$ cat config.mk
export PLATFORM = sky130hd
export DESIGN_NAME = cmwc_ctrl
export DESIGN_NICKNAME = d
export VERILOG_FILES = /design/src/design/cmwc_pkg.sv /design/src/design/cmwc_ctrl.sv
export SDC_FILE = /design/constraint.sdc
export NUM_CORES = 1
export LEC_CHECK = 0
export ABC_AREA = 1
export ABC_CLOCK_PERIOD_IN_PS = 1050
export BUFFER_PORTS_ARGS = -buffer_cell sky130_fd_sc_hd__buf_4
export CAP_MARGIN = 20
export CORE_AREA = 2 2 39 41
export DETAILED_ROUTE_END_ITERATION = 10
export DIE_AREA = 0 0 41 43
export GPL_ROUTABILITY_DRIVEN = 0
export GPL_TIMING_DRIVEN = 0
export PLACE_DENSITY = 0.35
export SETUP_SLACK_MARGIN = 0.2
export SLEW_MARGIN = 20
export SYNTH_ARGS = -nofsm -noshare
export SYNTH_HDL_FRONTEND = slang
export SYNTH_SLANG_ARGS = --single-unit
$ cat constraint.sdc
create_clock -name i_clk -period 1.05 [get_ports i_clk]
set_input_delay 0.105 -clock i_clk [delete_from_list [all_inputs] [get_ports i_clk]]
set_output_delay 0.105 -clock i_clk [all_outputs]
set_load 0.03 [all_outputs]
$ cat src/design/cmwc_pkg.sv
// Package with constants and types of the CMWC4096 random generator.
package cmwc_pkg;

    // Table geometry
    localparam int TABLE_DEPTH = 4096;
    localparam int IDX_W       = $clog2(TABLE_DEPTH);
    localparam logic [IDX_W-1:0] IDX_LAST = IDX_W'(TABLE_DEPTH - 1);

    // Arithmetic widths
    localparam int WORD_W  = 32;
    localparam int CARRY_W = 19;
    localparam int MULT_W  = 15;
    localparam int PROD_W  = WORD_W + MULT_W;
    localparam int CY_W    = PROD_W - WORD_W;

    // Generator constants
    localparam logic [WORD_W-1:0]  GOLDEN_STEP = 32'h9e37_79b9;
    localparam logic [MULT_W-1:0]  MWC_MULT    = 15'd18782;
    localparam logic [WORD_W-1:0]  COMPL_BASE  = 32'hffff_fffe;
    localparam logic [CARRY_W-1:0] CARRY_RESET = 19'd362436;

    // Function codes of an input word
    localparam logic FUNC_RESEED = 1'b0;
    localparam logic FUNC_DRAW   = 1'b1;

    // Controller states
    typedef enum logic [1:0] {
        ST_IDLE,
        ST_SEED,
        ST_MUL,
        ST_WB
    } t_state;

    // Commands from controller to datapath
    typedef struct packed {
        logic seed_start;
        logic seed_step;
        logic draw_start;
        logic draw_mul;
        logic draw_wb;
    } t_ctrl_cmd;

    // Status from datapath to controller
    typedef struct packed {
        logic seed_last;
    } t_dp_status;

endpackage

$ cat src/design/cmwc_ctrl.sv
// Controller state machine of the CMWC4096 random generator.
module cmwc_ctrl
    import cmwc_pkg::*;
(
    input  logic       i_clk,
    input  logic       i_rst_n,
    input  logic       start,
    input  logic       i_func,
    input  t_dp_status i_status,
    output t_ctrl_cmd  o_cmd,
    output logic       busy
);

    t_state r_state;
    t_state n_state;

    // Hold the state register
    always_ff @(posedge i_clk) begin
        if (!i_rst_n) begin
            r_state <= ST_IDLE;
        end else begin
            r_state <= n_state;
        end
    end

    // Decode next state and datapath commands
    always_comb begin
        n_state = r_state;
        o_cmd   = '0;
        busy    = 1'b1;
        case (r_state)
            ST_IDLE: begin
                busy = 1'b0;
                if (start) begin
                    if (i_func == FUNC_DRAW) begin
                        o_cmd.draw_start = 1'b1;
                        n_state          = ST_MUL;
                    end else begin
                        o_cmd.seed_start = 1'b1;
                        n_state          = ST_SEED;
                    end
                end
            end
            ST_SEED: begin
                o_cmd.seed_step = 1'b1;
                if (i_status.seed_last) begin
                    n_state = ST_IDLE;
                end
            end
            ST_MUL: begin
                o_cmd.draw_mul = 1'b1;
                n_state        = ST_WB;
            end
            ST_WB: begin
                o_cmd.draw_wb = 1'b1;
                n_state       = ST_IDLE;
            end
            default: begin
                n_state = ST_IDLE;
            end
        endcase
    end

endmodule

==> out/qor.yml, run 1 <==
hold_viol: 0
cp.arrival_ps: 1010
drc: 0
nets: 48
dpl_cell_area_um2: 274
cts_hold_buf: 0
clk_latency_ps: 230
path_clk_slew_ps: 40
drive_above_1_share_pct: 69.0
clock_sinks: 2
htreeDepth: 1
die_y_um: 43
critPathLaunchType: "flip-flop"
cts_tree: "done"
leakagePower_nw: 0.190
grt_usage_pct: 6.52
fin_ws_ps: -69.4
worstHoldPathType: "in -> reg"
synthCells: 24
vias_per_cell: 3.47
initial_core_util_pct: 9.95
end_kind: "output pin"
p_per_area_mw_per_mm2: 1360
use_met2_pct: 7.81
drt-initial-drc-count: 4
fin_crit_sh_pct: 107
multi_input_area_um2: 115
tightest_slew_ps: 161
clockBufferDepth: 2
syn-mean-instance-area_um2: 5.73
diodes: 0
route.vias.total: 201
root_buffer: "clkbuf_4"
rsz0062_at_grt: "true"
fin_cells: 58
syn_area_um2: 138
utilization_pct: 27.1
seq_area_frac_synth_pct: 29.1
grt_max_degree: 6
first_global_vias: 195
grt_busiest_layer: "met1"
fill_cells: 158
final_area_um2: 375
die-area_mm2: 0.00176
post_drt_wl_per_cell_um: 7.84
status: "finished, violations left"
synth_xor_xnor_area_share_pct: 0
fmax_ghz: 0.893
finalPower_mw: 0.511
place_ws_ps: 75.4
syn_nets: 29
met1_usage_pct: 8.01
ir_drop_mv: 0.396
cts_made_buffers: 3
largest_register_ffs: 2
ant_nets: 0
grt_pass1_wl_um: 738
drt_wl_total_um: 455
min_period_ps: 1120
worstSetupPathType: "reg -> out"
path_max_fanout: 4
ios: 11
max_cap_viol_count: 0
slew_headroom_pct: 89.2
area_growth_pct: 173
holdWs_ps: 122
cp.required_ps: 940
yosysUniqueCellTypes: 12
dp_cells: 50
finClkSkew_ps: 5.14
slew_viol_final: 0
rows: 14
antenna_found_initial: 0
synthMuxAreaShare_pct: 0
violations: "negative setup slack"
synth-compound-area-share_pct: 13.6
synth_fa_ha_area_share_pct: 0
setup_viol_count_final: 3
drtPass1Iterations: 2
die_w_um: 41
final.setup.tns_ps: -147
ys.warnings.count: 0
synth_top_family_by_area: "simple AND/OR/NAND/NOR gates"
grtUsageMet3_pct: 3.14
dpl.hpwl_um: 324
top_regs: "r_state (2)"
yosys.area_share.simple_pct: 38.2
ys_seq_elements: 2
largest-register: "r_state"
seqCellArea_um2: 47.5
core_mm2: 0.00138
portBuffers: 10
grt-ovfl-total: 0
## final timing paths
kind | cells past startpoint | from | to | slack [ps]
min reg2reg | 4 | r_state[0] | r_state[1] | 660
max | 4 | r_state[1] | o_cmd[4] | -70
min | 3 | i_rst_n | r_state[0] | 120
max reg2reg | 6 | r_state[1] | r_state[1] | 80
## critical path: stages (launching register included)
cell and delay, ps:
dfxtp_4 350, nor2_4 130, inv_4 50, nor3_4 110, buf_6 150
## layout make-up
class,instances,share of cell area [%]
Timing Repair Buffer,14,36.0
Sequential cell,2,12.7
Inverter,7,8.33
Multi-Input combinational cell,15,30.7
Tap cell,16,5.33
Clock buffer,4,7.00
## cell usage after synthesis (all sizes together)
cell type	instances	area, µm²
nand2	5	21.3
a21oi	2	13.8
nor2	5	21.3
nor3	1	5.00
inv	7	26.3
dfxtp	2	40.0
o21ai	1	5.00
nand3	1	5.00
## cell usage in the layout (no fill, tap or decap), drive strengths merged
| cell | instances |
|---|---|
| nand3 | 1 |
| inv | 7 |
| dfxtp | 2 |
| clkbuf | 4 |
| nand2 | 5 |
| nor3 | 1 |
| nor2 | 5 |
| a21oi | 2 |
| o21ai | 1 |
| buf | 14 |
## cells by family after synthesis
group / Yosys count
AOI/OAI and AO/OA: 3
DFF: 2
buffers and inverters: 7
and+or+nand+nor: 12
## report_power, final
| group | switching [mW] | internal, mW | leakage (nW) | total [mW] |
|---|---|---|---|---|
| Clock | 0.0529 | 0.142 | 0.0150 | 0.195 |
| Combinational | 0.119 | 0.101 | 0.157 | 0.220 |
| Sequential | 0.0115 | 0.0848 | 0.0178 | 0.0964 |
| Total | 0.184 | 0.328 | 0.190 | 0.511 |
## what timing repair did
action	4_1_cts	5_1_grt
endpoints found under the setup margin	7	8
setup buffers	2	2
resized for setup	7	5
pin swaps	2	5
## routing by layer
layer  vias up  routed length (µm)  share of wire [%]
met4         0                   0                  0
met1        91                 196                 43
met2         5                 243                 53
met5         -                   0                  0
met3         0                  15                3.3
li1        105                   -                  -
Note: power is estimated with default switching activity, not from simulation.
==> run 2, diff against run 1 <==
Settings changed: CELL_PAD_IN_SITES_DETAIL_PLACEMENT set to 1, CELL_PAD_IN_SITES_GLOBAL_PLACEMENT set to 1, PLACE_DENSITY 0.35 to 0.46.
==> out/qor.yml, run 2 (synthesis gave the netlist of run 1 again) <==
core_mm2: 0.00138  # unchanged
cp.required_ps: 940  # about the same
dp_cells: 50  # unchanged
drtPass1Iterations: 1  # -1
p_per_area_mw_per_mm2: 1450  # +6.4%
post_drt_wl_per_cell_um: 9.39  # +20%
rows: 14  # unchanged
antenna_found_initial: 0  # unchanged
top_regs: "r_state (2)"
first_global_vias: 206  # +5.6%
nets: 46  # -4.2%
finClkSkew_ps: 7.95  # +2.81 ps
cp.arrival_ps: 1040  # +30 ps
grt_pass1_wl_um: 828  # +12%
root_buffer: "clkbuf_4"
combPwrFrac_pct: 40.9  # -2.2 points
cts_tree: "done"
critPathLaunchType: "flip-flop"
grt-ovfl-total: 0  # unchanged
multi_input_area_um2: 110  # -4.3%
tightest_slew_ps: 163  # +1.97 ps
seqCellArea_um2: 47.5  # unchanged
status: "finished, violations left"
max_cap_viol_count: 0  # unchanged
worstHoldPathType: "in -> reg"
place_ws_ps: 48.3  # -27.1 ps
rsz0062_at_grt: "true"
path_max_fanout: 4  # unchanged
switching_power_mw: 0.183  # -0.21%
die-area_mm2: 0.00176  # unchanged
end_kind: "output pin"
route.vias.total: 208  # +3.5%
grt_max_degree: 6  # unchanged
clock_sinks: 2  # unchanged
portBuffers: 10  # unchanged
p_clk_share_pct: 39.6  # +1.5 points
cts_hold_buf: 0  # unchanged
initial_core_util_pct: 9.95  # unchanged
fmax_ghz: 0.876  # -1.9%
fin_ws_ps: -91.0  # -21.5 ps
setup_viol_count_final: 6  # +3
dpl.hpwl_um: 405  # +25%
path_clk_slew_ps: 40  # about the same
fill_cells: 170  # +7.6%
drt-initial-drc-count: 0  # -4
clockBufferDepth: 2  # unchanged
fin_cells: 56  # -3.4%
reg2regPathDepth: 6  # unchanged
drive_above_1_share_pct: 67.5  # -1.5 points
pwr-share-seq_pct: 19.4  # +0.6 points
largest-register: "r_state"
sw_frac_of_total_pct: 36.6  # +0.71 points
clk_latency_ps: 230  # about the same
slew_headroom_pct: 89.0  # -0.13 points
largest_register_ffs: 2  # unchanged
htreeDepth: 1  # unchanged
fin_crit_sh_pct: 109  # +2.1 points
slew_viol_final: 0  # unchanged
diodes: 0  # unchanged
ir_drop_mv: 0.347  # -12%
final.setup.tns_ps: -337  # -190 ps
ant_nets: 0  # unchanged
r2r-start: "r_state[0]"
final_cell_mix: "buf_4 (6), buf_6 (6), inv_1 (5)"
r2r_setup_slack_ps: 90  # about the same
violations: "negative setup slack"
reg2reg_to: "r_state[1]"
hold_depth: 3  # unchanged
die_y_um: 43  # unchanged
min_to: "r_state[0]"
drt_wl_total_um: 526  # +16%
hold_viol: 0  # unchanged
vias_per_cell: 3.71  # +7.2%
internal-power_mw: 0.317  # -3.2%
min_from: "i_rst_n"
cts_made_buffers: 3  # unchanged
die_w_um: 41  # unchanged
min_period_ps: 1140  # +21.5 ps
leakagePower_nw: 0.170  # -11%
ios: 11  # unchanged
drc: 0  # unchanged
area_growth_pct: 151
grt_usage_pct: 7.62  # +1.1 points
worstSetupPathType: "reg -> out"
-- run 2: cell count changes in the layout (fill, tap and decap cells not counted), sizes merged --
| cell | previous run | this run |
|---|---|---|
| buf | 14 | 12 |
-- run 2: power groups by stage --
stage | Combinational [mW] | Clock, mW | Sequential [mW]
2_1_floorplan | 0.111 | 0 | 0.100
3_3_place_gp | 0.163 | 0 | 0.103
3_5_place_dp | 0.168 | 0 | 0.104
4_1_cts | 0.191 | 0.205 | 0.0975
5_1_grt | 0.223 | 0.219 | 0.0985
6_report | 0.205 | 0.198 | 0.0973
-- run 2: layer usage --
layer	track usage, %	up-vias	wire (µm)
met3	2.62	2	46
met2	10.9	9	287
met5	0	-	0
li1	-	101	-
met1	7.69	96	183
met4	8.00	0	8
-- run 2: worst max path at each step --
stage,start,end
finish,r_state[0],o_cmd[3]
global route,r_state[0],o_cmd[4]
CTS,r_state[0],o_cmd[4]
detailed placement,r_state[1],o_cmd[4]
global placement,r_state[1],o_cmd[4]
floorplan,r_state[1],o_cmd[4]
-- run 2: layout make-up --
cell class,count,area share [%]
sequential,2,13.8
clock buffer,4,7.61
inverter,7,8.33
timing repair buffer,12,32.6
tap,16,5.80
multi-input combinational,15,31.9
-- run 2: what timing repair did --
item | in CTS | in global routing
gates cloned | 0 | 0
resized for setup | 6 | 2
pin swaps | 2 | 0
endpoints found under the setup margin | 7 | 8
setup buffers | 1 | 1
-- run 2: stage by stage --
step	utilization (%)	instance area, µm²	hold WS, ps	power (mW)
global route	25.0	345	116	0.540
global placement	19.8	274	351	0.267
detailed placement	19.8	274	357	0.271
floorplan	-	179	217	0.212
CTS	23.8	329	115	0.493
finish	25.0	345	118	0.500
-- run 2: worst max-delay path, stage by stage, from the launching register on --
cell and delay [ps]:
dfxtp_4 350, buf_4 140, inv_2 50, nor2_4 120, buf_6 140
==> run 3, diff against run 2 <==
--- a/config.mk
+++ b/config.mk
@@ -7,5 +7,5 @@
 export LEC_CHECK = 0
 export ABC_AREA = 1
-export ABC_CLOCK_PERIOD_IN_PS = 1050
+export ABC_CLOCK_PERIOD_IN_PS = 1370
 export BUFFER_PORTS_ARGS = -buffer_cell sky130_fd_sc_hd__buf_4
 export CAP_MARGIN = 20
==> constraint.sdc (replaced) <==
create_clock -name i_clk -period 1.37 [get_ports i_clk]
set_input_delay 0.0685 -clock i_clk [delete_from_list [all_inputs] [get_ports i_clk]]
set_output_delay 0.0685 -clock i_clk [all_outputs]
set_load 0.03 [all_outputs]
==> out/qor.yml, run 3 (synthesis gave the netlist of run 1 again) <==
fmax_ghz: 0.907
first_global_vias: 187  # -9.2%
cp.required_ps: 1300  # +360 ps
finClkSkew_ps: 3.98  # -3.97 ps
slew_viol_final: 0  # unchanged
max_cap_viol_count: 0  # unchanged
grt-ovfl-total: 0  # unchanged
grt_pass1_wl_um: 696  # -16%
dpl.hpwl_um: 307  # -24%
top_regs: "r_state (2)"
ant_nets: 0  # unchanged
grt_usage_pct: 6.61  # -1.0 points
path_clk_slew_ps: 30  # about the same
path_max_fanout: 5  # +1
status: "completed"
hold_viol: 0  # unchanged
nets: 44  # -4.3%
final_area_um2: 265  # -23%
place_ws_ps: 446  # +398 ps
largest-register: "r_state"
final_cell_mix: "buf_4 (10), inv_1 (6), nand2_1 (4)"
slew_headroom_pct: 90.5  # +1.5 points
fin_crit_sh_pct: 80.5
portBuffers: 10  # unchanged
cp.arrival_ps: 1030  # about the same
final.setup.tns_ps: 0  # +337 ps
setup_viol_count_final: 0  # -6
tightest_slew_ps: 140  # -22.4 ps
area_growth_pct: 92.7
vias_per_cell: 3.47  # -6.5%
clock_sinks: 2  # unchanged
core_mm2: 0.00138  # unchanged
drt_wl_total_um: 394  # -25%
largest_register_ffs: 2  # unchanged
htreeDepth: 1  # unchanged
postCtsSetupBuffers: 0  # -1
layout_commonest_cell: "buf_4"
p_per_area_mw_per_mm2: 1190  # -18%
min_period_ps: 1100
diodes: 0  # unchanged
die-area_mm2: 0.00176  # unchanged
drt-initial-drc-count: 1  # +1
post_drt_wl_per_cell_um: 7.43  # -21%
drtPass1Iterations: 2  # +1
root_buffer: "clkbuf_4"
drive_above_1_share_pct: 56.8  # -11 points
cts_tree: "done"
rows: 14  # unchanged
initial_core_util_pct: 9.95  # unchanged
rsz0062_at_grt: "false"
die_y_um: 43  # unchanged
route.vias.total: 184  # -12%
dpl_cell_area_um2: 238  # -13%
critPathLaunchType: "flip-flop"
antenna_found_initial: 0  # unchanged
clk_latency_ps: 230  # about the same
ir_drop_mv: 0.433  # +25%
dp_cells: 50  # unchanged
worstHoldPathType: "in -> reg"
worstSetupPathType: "reg -> out"
fin_cells: 53  # -5.4%
drc: 0  # unchanged
fin_ws_ps: 268  # +359 ps
leakagePower_nw: 0.149  # -12%
grt_max_degree: 6  # unchanged
cts_made_buffers: 3  # unchanged
fill_cells: 178  # +4.7%
clockBufferDepth: 2  # unchanged
ios: 11  # unchanged
end_kind: "output pin"
die_w_um: 41  # unchanged
## run 3: cell count changes in the layout (fill, tap and decap cells not counted), sizes merged
cell	delta
buf	-2
clkbuf	-1
## run 3: layer usage
layer,track usage [%],share of wire (%)
met5,0,0
met4,8.00,4.3
met3,5.24,8.9
met2,7.81,43
met1,6.07,44
## run 3: area by class of cell
cell class	instances	area (µm²)	area share (%)
clock buffer	3	22.5	8.49
multi-input combinational	15	78.8	29.7
inverter	7	26.3	9.91
timing repair buffer	10	75.1	28.3
sequential	2	42.5	16.0
tap	16	20.0	7.55
## run 3: timing repair
item                                    in CTS  in global routing
endpoints found under the hold margin        0                  0
hold buffers                                 0                  0
endpoints found under the setup margin       0                  2
gates resized for setup                      0                  3
## run 3: path summary, 6_finish.rpt
check	to	slack, ps	cells past startpoint	startpoint
worst max-delay path	o_cmd[4]	270	4	r_state[1]
worst min-delay path	r_state[0]	80	3	i_rst_n
worst max register to register	r_state[0]	550	4	r_state[1]
worst min register to register	r_state[1]	570	3	r_state[0]
## run 3: stage by stage
step | utilization, % | hold WS, ps | power (mW)
after floorplan | - | 190 | 0.139
after global placement | 17.2 | 325 | 0.181
after detailed placement | 17.2 | 324 | 0.181
after CTS | 18.8 | 86.0 | 0.323
after global routing | 19.2 | 80.3 | 0.345
final | 19.2 | 82.7 | 0.317
## run 3: worst max-delay path, cell delays in order, from the launching register on
cell     delay (ps)
dfxtp_2         340
nor2_2          120
inv_1            80
nor3_2          100
buf_4           180
## run 3: where the power goes
part | leakage [nW] | internal, mW | switching (mW)
Clock | 0.0138 | 0.0969 | 0.0377
Combinational | 0.118 | 0.0414 | 0.0653
Sequential | 0.0172 | 0.0659 | 0.00938
